### src/rtl/tssd_pkg.sv
// ----------------------------------------------------------------------------
// tssd_pkg
// Shared types, constants and helper functions of the touch slider swipe
// detector.
// ----------------------------------------------------------------------------
package tssd_pkg;

  localparam int unsigned SENSORS_DEF      = 8;
  localparam int unsigned READING_BITS_DEF = 16;

  localparam int unsigned MASK_W   = 8;
  localparam int unsigned COUNT_W  = 9;
  localparam int unsigned THRESH_W = 16;
  localparam int unsigned USED_W   = 4;
  localparam int unsigned TIMEOUT_W = 8;
  localparam int unsigned CFG_IDX_W  = 2;
  localparam int unsigned CFG_DATA_W = 16;

  localparam logic [COUNT_W-1:0]   COUNT_MAX          = 9'd511;
  localparam logic [THRESH_W-1:0]  THRESHOLD_RESET    = 16'hFFFF;
  localparam logic [USED_W-1:0]    SENSORS_USED_RESET = 4'd8;
  localparam logic [TIMEOUT_W-1:0] TIMEOUT_RESET      = 8'd40;

  localparam logic [CFG_IDX_W-1:0] REG_THRESHOLD     = 2'd0;
  localparam logic [CFG_IDX_W-1:0] REG_SENSORS_USED  = 2'd1;
  localparam logic [CFG_IDX_W-1:0] REG_TIMEOUT_LIMIT = 2'd2;

  typedef enum logic [1:0] {
    SWIPE_NONE  = 2'd0,
    SWIPE_LEFT  = 2'd1,
    SWIPE_RIGHT = 2'd2
  } swipe_e;

  typedef struct packed {
    swipe_e               swipe;
    logic [COUNT_W-1:0]   speed;
  } gesture_t;

  function automatic logic [2:0] low_bit(input logic [MASK_W-1:0] m);
    logic [2:0] r;
    r = 3'd0;
    for (int i = MASK_W - 1; i >= 0; i--) begin
      if (m[i]) begin
        r = 3'(i);
      end
    end
    return r;
  endfunction

  function automatic logic [2:0] high_bit(input logic [MASK_W-1:0] m);
    logic [2:0] r;
    r = 3'd0;
    for (int i = 0; i < MASK_W; i++) begin
      if (m[i]) begin
        r = 3'(i);
      end
    end
    return r;
  endfunction

endpackage

### src/rtl/touch_slider_swipe_detector_core.sv
// ----------------------------------------------------------------------------
// touch_slider_swipe_detector_core
// Top level: configuration registers, input register, mask and gesture logic,
// result register.
// ----------------------------------------------------------------------------
// The block takes one scan per clock cycle unless the output stalls, and
// returns one result per scan, in order. A scan passes through an input
// register and then a result register on its way to the output. Threshold
// compare, priority encoding and the counter update all settle
// combinationally between those two registers.
module touch_slider_swipe_detector_core #(
  parameter int unsigned SENSORS      = tssd_pkg::SENSORS_DEF,
  parameter int unsigned READING_BITS = tssd_pkg::READING_BITS_DEF
) (
  input  logic                              clk_i,
  input  logic                              rst_ni,
  input  logic                              cfg_we_i,
  input  logic [tssd_pkg::CFG_IDX_W-1:0]    cfg_idx_i,
  input  logic [tssd_pkg::CFG_DATA_W-1:0]   cfg_data_i,
  input  logic                              in_valid_i,
  output logic                              in_stall_o,
  input  logic [READING_BITS-1:0]           reading_0_i,
  input  logic [READING_BITS-1:0]           reading_1_i,
  input  logic [READING_BITS-1:0]           reading_2_i,
  input  logic [READING_BITS-1:0]           reading_3_i,
  input  logic [READING_BITS-1:0]           reading_4_i,
  input  logic [READING_BITS-1:0]           reading_5_i,
  input  logic [READING_BITS-1:0]           reading_6_i,
  input  logic [READING_BITS-1:0]           reading_7_i,
  output logic                              out_valid_o,
  input  logic                              out_stall_i,
  output logic [1:0]                        swipe_o,
  output logic [tssd_pkg::COUNT_W-1:0]      swipe_speed_o,
  output logic [tssd_pkg::MASK_W-1:0]       touch_mask_o
);

  logic [tssd_pkg::THRESH_W-1:0]  threshold_q;
  logic [tssd_pkg::USED_W-1:0]    sensors_used_q;
  logic [tssd_pkg::TIMEOUT_W-1:0] timeout_q;

  logic                                         in_valid_q;
  logic [tssd_pkg::MASK_W-1:0][READING_BITS-1:0] readings_q;
  logic                                         out_valid_q;
  tssd_pkg::gesture_t                           gesture_q;
  logic [tssd_pkg::MASK_W-1:0]                  mask_q;

  logic                        advance;
  logic [tssd_pkg::MASK_W-1:0] mask;
  tssd_pkg::gesture_t          gesture;

  always_ff @(posedge clk_i or negedge rst_ni) begin
    if (!rst_ni) begin
      threshold_q    <= tssd_pkg::THRESHOLD_RESET;
      sensors_used_q <= tssd_pkg::SENSORS_USED_RESET;
      timeout_q      <= tssd_pkg::TIMEOUT_RESET;
    end else if (cfg_we_i) begin
      case (cfg_idx_i)
        tssd_pkg::REG_THRESHOLD: begin
          threshold_q <= cfg_data_i[tssd_pkg::THRESH_W-1:0];
        end
        tssd_pkg::REG_SENSORS_USED: begin
          sensors_used_q <= cfg_data_i[tssd_pkg::USED_W-1:0];
        end
        tssd_pkg::REG_TIMEOUT_LIMIT: begin
          timeout_q <= cfg_data_i[tssd_pkg::TIMEOUT_W-1:0];
        end
        default: begin
        end
      endcase
    end
  end

  assign advance    = !out_valid_q || !out_stall_i;
  assign in_stall_o = in_valid_q && !advance;

  always_ff @(posedge clk_i or negedge rst_ni) begin
    if (!rst_ni) begin
      in_valid_q  <= 1'b0;
      out_valid_q <= 1'b0;
    end else begin
      if (!in_stall_o) begin
        in_valid_q <= in_valid_i;
      end
      if (advance) begin
        out_valid_q <= in_valid_q;
      end
    end
  end

  always_ff @(posedge clk_i) begin
    if (in_valid_i && !in_stall_o) begin
      readings_q <= {reading_7_i, reading_6_i, reading_5_i, reading_4_i,
                     reading_3_i, reading_2_i, reading_1_i, reading_0_i};
    end
    if (advance && in_valid_q) begin
      gesture_q <= gesture;
      mask_q    <= mask;
    end
  end

  tssd_mask #(
    .SENSORS      (SENSORS),
    .READING_BITS (READING_BITS)
  ) u_mask (
    .readings_i     (readings_q),
    .threshold_i    (threshold_q),
    .sensors_used_i (sensors_used_q),
    .mask_o         (mask)
  );

  tssd_gesture u_gesture (
    .clk_i     (clk_i),
    .rst_ni    (rst_ni),
    .en_i      (advance && in_valid_q),
    .mask_i    (mask),
    .timeout_i (timeout_q),
    .result_o  (gesture)
  );

  assign out_valid_o   = out_valid_q;
  assign swipe_o       = gesture_q.swipe;
  assign swipe_speed_o = gesture_q.speed;
  assign touch_mask_o  = mask_q;

  a_speed_only_on_swipe: assert property (@(posedge clk_i) disable iff (!rst_ni)
    out_valid_o && (swipe_o == tssd_pkg::SWIPE_NONE) |-> swipe_speed_o == '0)
    else $error("swipe speed reported without a swipe");

  a_mask_within_sensors: assert property (@(posedge clk_i) disable iff (!rst_ni)
    out_valid_o |-> (touch_mask_o >> SENSORS) == '0)
    else $error("touch mask has bits beyond the sensor count");

  a_stall_needs_item: assert property (@(posedge clk_i) disable iff (!rst_ni)
    in_stall_o |-> in_valid_q && out_valid_q && out_stall_i)
    else $error("input stalled without a held request");

  a_swipe_code_legal: assert property (@(posedge clk_i) disable iff (!rst_ni)
    out_valid_o |-> (swipe_o == tssd_pkg::SWIPE_NONE) ||
                    (swipe_o == tssd_pkg::SWIPE_LEFT) ||
                    (swipe_o == tssd_pkg::SWIPE_RIGHT))
    else $error("illegal swipe code");

endmodule

### src/rtl/tssd_mask.sv
// ----------------------------------------------------------------------------
// tssd_mask
// Compares each reading against the threshold and builds the touch mask of
// the sensors in use.
// ----------------------------------------------------------------------------
module tssd_mask #(
  parameter int unsigned SENSORS      = tssd_pkg::SENSORS_DEF,
  parameter int unsigned READING_BITS = tssd_pkg::READING_BITS_DEF
) (
  input  logic [tssd_pkg::MASK_W-1:0][READING_BITS-1:0] readings_i,
  input  logic [tssd_pkg::THRESH_W-1:0]                 threshold_i,
  input  logic [tssd_pkg::USED_W-1:0]                   sensors_used_i,
  output logic [tssd_pkg::MASK_W-1:0]                   mask_o
);

  localparam logic [tssd_pkg::USED_W-1:0] SensorsMax = tssd_pkg::USED_W'(SENSORS);

  logic [tssd_pkg::USED_W-1:0] used;

  always_comb begin
    used = (sensors_used_i > SensorsMax) ? SensorsMax : sensors_used_i;
    for (int i = 0; i < tssd_pkg::MASK_W; i++) begin
      mask_o[i] = (tssd_pkg::USED_W'(i) < used) &&
                  (32'(readings_i[i]) > 32'(threshold_i));
    end
  end

endmodule

### src/rtl/tssd_gesture.sv
// ----------------------------------------------------------------------------
// tssd_gesture
// Gesture tracker: armed mask, speed and idle counters, and the swipe
// decision for one scan.
// ----------------------------------------------------------------------------
module tssd_gesture (
  input  logic                            clk_i,
  input  logic                            rst_ni,
  input  logic                            en_i,
  input  logic [tssd_pkg::MASK_W-1:0]     mask_i,
  input  logic [tssd_pkg::TIMEOUT_W-1:0]  timeout_i,
  output tssd_pkg::gesture_t              result_o
);

  logic [tssd_pkg::MASK_W-1:0]  armed_q, armed_d;
  logic [tssd_pkg::COUNT_W-1:0] speed_q, speed_d;
  logic [tssd_pkg::COUNT_W-1:0] idle_q, idle_d;
  logic [tssd_pkg::COUNT_W-1:0] speed_inc, idle_inc;
  logic                         left, right;

  always_comb begin
    armed_d = armed_q;
    speed_d = speed_q;
    idle_d  = idle_q;
    result_o.swipe = tssd_pkg::SWIPE_NONE;
    result_o.speed = '0;
    speed_inc = (speed_q < tssd_pkg::COUNT_MAX) ? speed_q + 1'b1 : speed_q;
    idle_inc  = (idle_q < tssd_pkg::COUNT_MAX) ? idle_q + 1'b1 : idle_q;
    left  = (mask_i != '0) &&
            (tssd_pkg::low_bit(mask_i) < tssd_pkg::low_bit(armed_q));
    right = (mask_i != '0) && !left &&
            (tssd_pkg::high_bit(mask_i) > tssd_pkg::high_bit(armed_q));
    if (armed_q == '0) begin
      if (mask_i != '0) begin
        armed_d = mask_i;
        speed_d = '0;
        idle_d  = '0;
      end
    end else if (left) begin
      result_o.swipe = tssd_pkg::SWIPE_LEFT;
      result_o.speed = speed_inc;
      armed_d = mask_i;
      speed_d = '0;
      idle_d  = '0;
    end else if (right) begin
      result_o.swipe = tssd_pkg::SWIPE_RIGHT;
      result_o.speed = speed_inc;
      armed_d = mask_i;
      speed_d = '0;
    end else if (idle_inc > tssd_pkg::COUNT_W'(timeout_i)) begin
      armed_d = '0;
      speed_d = '0;
      idle_d  = '0;
    end else begin
      speed_d = speed_inc;
      idle_d  = idle_inc;
    end
  end

  always_ff @(posedge clk_i or negedge rst_ni) begin
    if (!rst_ni) begin
      armed_q <= '0;
      speed_q <= '0;
      idle_q  <= '0;
    end else if (en_i) begin
      armed_q <= armed_d;
      speed_q <= speed_d;
      idle_q  <= idle_d;
    end
  end

endmodule

### config.mk
export PLATFORM = sky130hd
export DESIGN_NAME = touch_slider_swipe_detector_core
export DESIGN_NICKNAME = d
export VERILOG_FILES = /design/src/rtl/tssd_pkg.sv /design/src/rtl/touch_slider_swipe_detector_core.sv /design/src/rtl/tssd_mask.sv /design/src/rtl/tssd_gesture.sv
export SDC_FILE = /design/constraint.sdc
export NUM_CORES = 1
export LEC_CHECK = 0
export ABC_CLOCK_PERIOD_IN_PS = 5100
export BUFFER_PORTS_ARGS = -buffer_cell sky130_fd_sc_hd__buf_2
export CAP_MARGIN = 20
export CORE_ASPECT_RATIO = 1.5
export CORE_MARGIN = 2
export CORE_UTILIZATION = 57
export CTS_CLUSTER_DIAMETER = 150
export DETAILED_ROUTE_END_ITERATION = 8
export PLACE_DENSITY_LB_ADDON = 0.12
export SYNTH_ARGS = -nofsm -noshare
export SYNTH_HDL_FRONTEND = slang
export SYNTH_SLANG_ARGS = --single-unit
### constraint.sdc
create_clock -name clk_i -period 5.1 [get_ports clk_i]
set_input_delay 0.765 -clock clk_i [delete_from_list [all_inputs] [get_ports clk_i]]
set_output_delay 0.765 -clock clk_i [all_outputs]
set_load 0.1 [all_outputs]
==> results.cfg <==
[run_status]
status = complete, no violations

[final_layout]
layout_commonest_cell = buf_2
post_route_cells_drive_above_1_share_pct = 25.48
nNetsFinal = 1320
multi_input_area_um2 = 4508
final_cell_mix = buf_2, edfxtp_1, ha_1
finalInstanceArea_um2 = 12340
fill_cells = 1376
regArea_um2 = 5839
syn_to_final_growth_pct = 17.24
antennaDiodeCount = 0

[global_route]
grt_pass1_vias = 7434
grt_busiest_layer = met2
gr-total-overflow = 0
met1_usage_pct = 27.96
antenna_found_initial = 0
track_usage_pct = 24.73
grt_max_degree = 57
grtUsageMet3_pct = 3.632
met2_usage_pct = 44.78
grt_pass1_wl_um = 36960

[synth]
synthMuxAreaShare_pct = 1.390
postSynthNetCount = 1127
synth_edf_count = 147
synth_compound_area_share_pct = 11.65
syn-cell-area_um2 = 10530
ys_seq_elements = 203
ys.flop_type = edfxtp_1
yosys_warnings = 0
synth-simple-area-share_pct = 11.00
avgSynthCellArea_um2 = 12.64
ys_seq_area_share_pct = 55.46
synth_xor_area_share_pct = 1.581
ys_async_sr_fraction_pct = 27.59
synth_fa_ha_area_share_pct = 16.99
synth_top_family_by_area = adder cells
synth_cell_type_count = 69
netlist_instances = 833

[timing]
worst_slew_pin_slew_ns = 0.7598
setup_tns_ns = 0
setup_viol = 0
period_share_pct = 93.48
fin_crit_ns = 4.768
drv_slew = 0
maxSlewHeadroom_pct = 49.29
finalClockSkew_ns = 0.01734
clock.fmax_mhz = 209.7
rsz0062_at_grt = no
hold_viol = 0

[floorplan]
start_util_pct = 58.44
die_y_um = 170.5
pin_count = 172
dieArea_um2 = 19600
core-area_um2 = 18020
die_x_um = 115.0
rows = 60

[critical_path]
crit_buf_inv = 1
cp.required_ns = 5.49
cp_common_cell = ha_1
crit_slowest_cell = dfstp_2
cpLargestDelayFamily = compound AO/OA/AOI/OAI gates
cpPeakStageDelay_ns = 0.51
cp_data_arrival_time_ns = 5.15
start_kind = flop
cp-end-kind = flop
cp_max_fo = 9
path_cells = inv_1 -> ha_1 -> a21oi_1 -> nor2_1 -> a2111oi_0 -> nor3_1 -> o41a_1 -> nor4_4 -> nor2b_1 -> ha_1 -> a2111oi_2 -> nand2b_1 -> o21ai_4 -> o21ai_2 -> o21a_2 -> a22o_1
crit_type = reg -> reg

[drt]
drt-total-wl_um = 23760
drc_errors = 0
vias_per_cell = 5.669
wl_per_cell_um = 18.90
num_vias = 7126
drtAntennaViolNets = 0
first_iter_violations = 405
firstDrtPassIters = 5

[cts]
clk_latency_ns = 0.50
ctsResizeCount = 0
cts.clk_slew.worst_paths_ns = 0.06
htreeDepth = 1
cts-root-buf = clkbuf_16
tritoncts = built
postCtsSetupBuffers = 0
cts_hold_buf = 0
cts_sinks = 203
cts_buffers = 20
cts_buffer_depth = 3

[power]
p_leak_nw = 5.308
ir_drop_mv = 0.4088
powerDensity_nw_per_um2 = 443.5

[placement]
dp.final_hpwl_um = 18470
numPortBuffers = 171
gp_congestion = 0.8604
place_area_um2 = 11670

[min_path]
hold_class = in -> async

[flow_run]
maxCapViolCount = 0
Yosys cell counts (all sizes together), types with 5 or more instances:
cell type	instances	area, µm²
edfxtp	147	4414
ha	143	1789
nand2	73	276.5
a21oi	54	277.8
nor2	49	183.9
inv	45	168.9
o21ai	40	222.7
dfrtp	37	925.9
nand3	26	130.1
nand4	21	131.4
dfstp	19	499.2
mux2	13	146.4
nor2b	13	81.33
a21o	12	90.09
nand2b	10	70.06
o21a	10	76.32
xnor2	10	87.58
xor2	9	78.83
a22o	8	70.07
nor3	8	40.04
and2	6	37.54
and4	6	52.55
nor4	6	67.56
a211oi	5	55.05
a221o	5	50.05
a31oi	5	46.29
and3	5	31.28
logic make-up (layout without fill, tap and decap cells):
kind of cell | Yosys count | after routing
simple gates | 231 | 231
flops | 203 | 203
compound gates | 173 | 173
fa+ha+maj | 143 | 143
buf+inv | 51 | 258
xor+xnor | 19 | 19
mux | 13 | 13
path summary, 6_finish.rpt:
| check | endpoint | slack [ns] | start | depth (start not counted) |
|---|---|---|---|---|
| max | u_gesture.armed_q[0]$_DFFE_PN0P_ | 0.33 | threshold_q[9]$_DFFE_PN1P_ | 16 |
| min | u_gesture.idle_q[3]$_DFFE_PN0P_ | 0.41 | rst_ni | 2 |
| max reg2reg | u_gesture.armed_q[0]$_DFFE_PN0P_ | 0.33 | threshold_q[9]$_DFFE_PN1P_ | 16 |
| min reg2reg | timeout_q[1]$_DFFE_PN0P_ | 0.50 | timeout_q[1]$_DFFE_PN0P_ | 1 |
| max in group asynchronous | u_gesture.armed_q[5]$_DFFE_PN0P_ | 4.19 | rst_ni | 2 |
| min in group clk_i | readings_q[31]$_DFFE_PP_ | 0.43 | reading_1_i[15] | 1 |
per-layer routing:
metal / wire length, µm / part of all wire (%)
met5: 0 / 0
met4: 1229 / 5.2
met3: 1007 / 4.2
met2: 12390 / 52
met1: 9129 / 38
sequential cells by signal (all words and copies together), names as in the netlist:
signal	count
u_gesture.armed_q	8
threshold_q	16
swipe_o	2
u_gesture.idle_q	9
out_valid_o	1
swipe_speed_o	9
sensors_used_q	4
touch_mask_o	8
readings_q	128
in_valid_q	1
u_gesture.speed_q	9
timeout_q	8
layout make-up:
type | instances | share of cell area (%)
repair buffers | 177 | 7.298
well taps | 217 | 2.199
inverters | 45 | 1.368
multi-input cells | 579 | 36.52
flip-flops and latches | 203 | 47.30
clock buffers | 27 | 4.521
clock inverters | 9 | 0.7906
where the power goes:
part	internal (mW)	switching (mW)
logic	0.646	1.21
registers	2.02	0.124
clock network	0.871	0.605
total	3.54	1.94
worst reg2reg max path, cell delays in order (launching register included):
cell       delay, ns
dfstp_2         0.51
inv_1           0.19
ha_1            0.39
a21oi_1         0.15
nor2_1          0.04
a2111oi_0       0.29
nor3_1          0.11
o41a_1          0.49
nor4_4          0.47
nor2b_1         0.22
ha_1            0.28
a2111oi_2       0.42
nand2b_1        0.15
o21ai_4         0.28
o21ai_2         0.15
o21a_2          0.28
a22o_1          0.25
through the flow:
stage               power [mW]  cells  setup WS [ns]  utilization, %  hold slack (ns)
finish                   5.475   1257         0.3324           68.51           0.4122
floorplan                3.551    833         0.6023               -           0.4574
global placement         3.960   1221         0.3644           64.80           0.4659
global route             5.795   1257       0.007991           68.51           0.4229
detailed placement       4.007   1221         0.2072           64.80           0.4928
CTS                      5.486   1257         0.1526           68.44           0.4224
(Power assumes the default switching activity.)
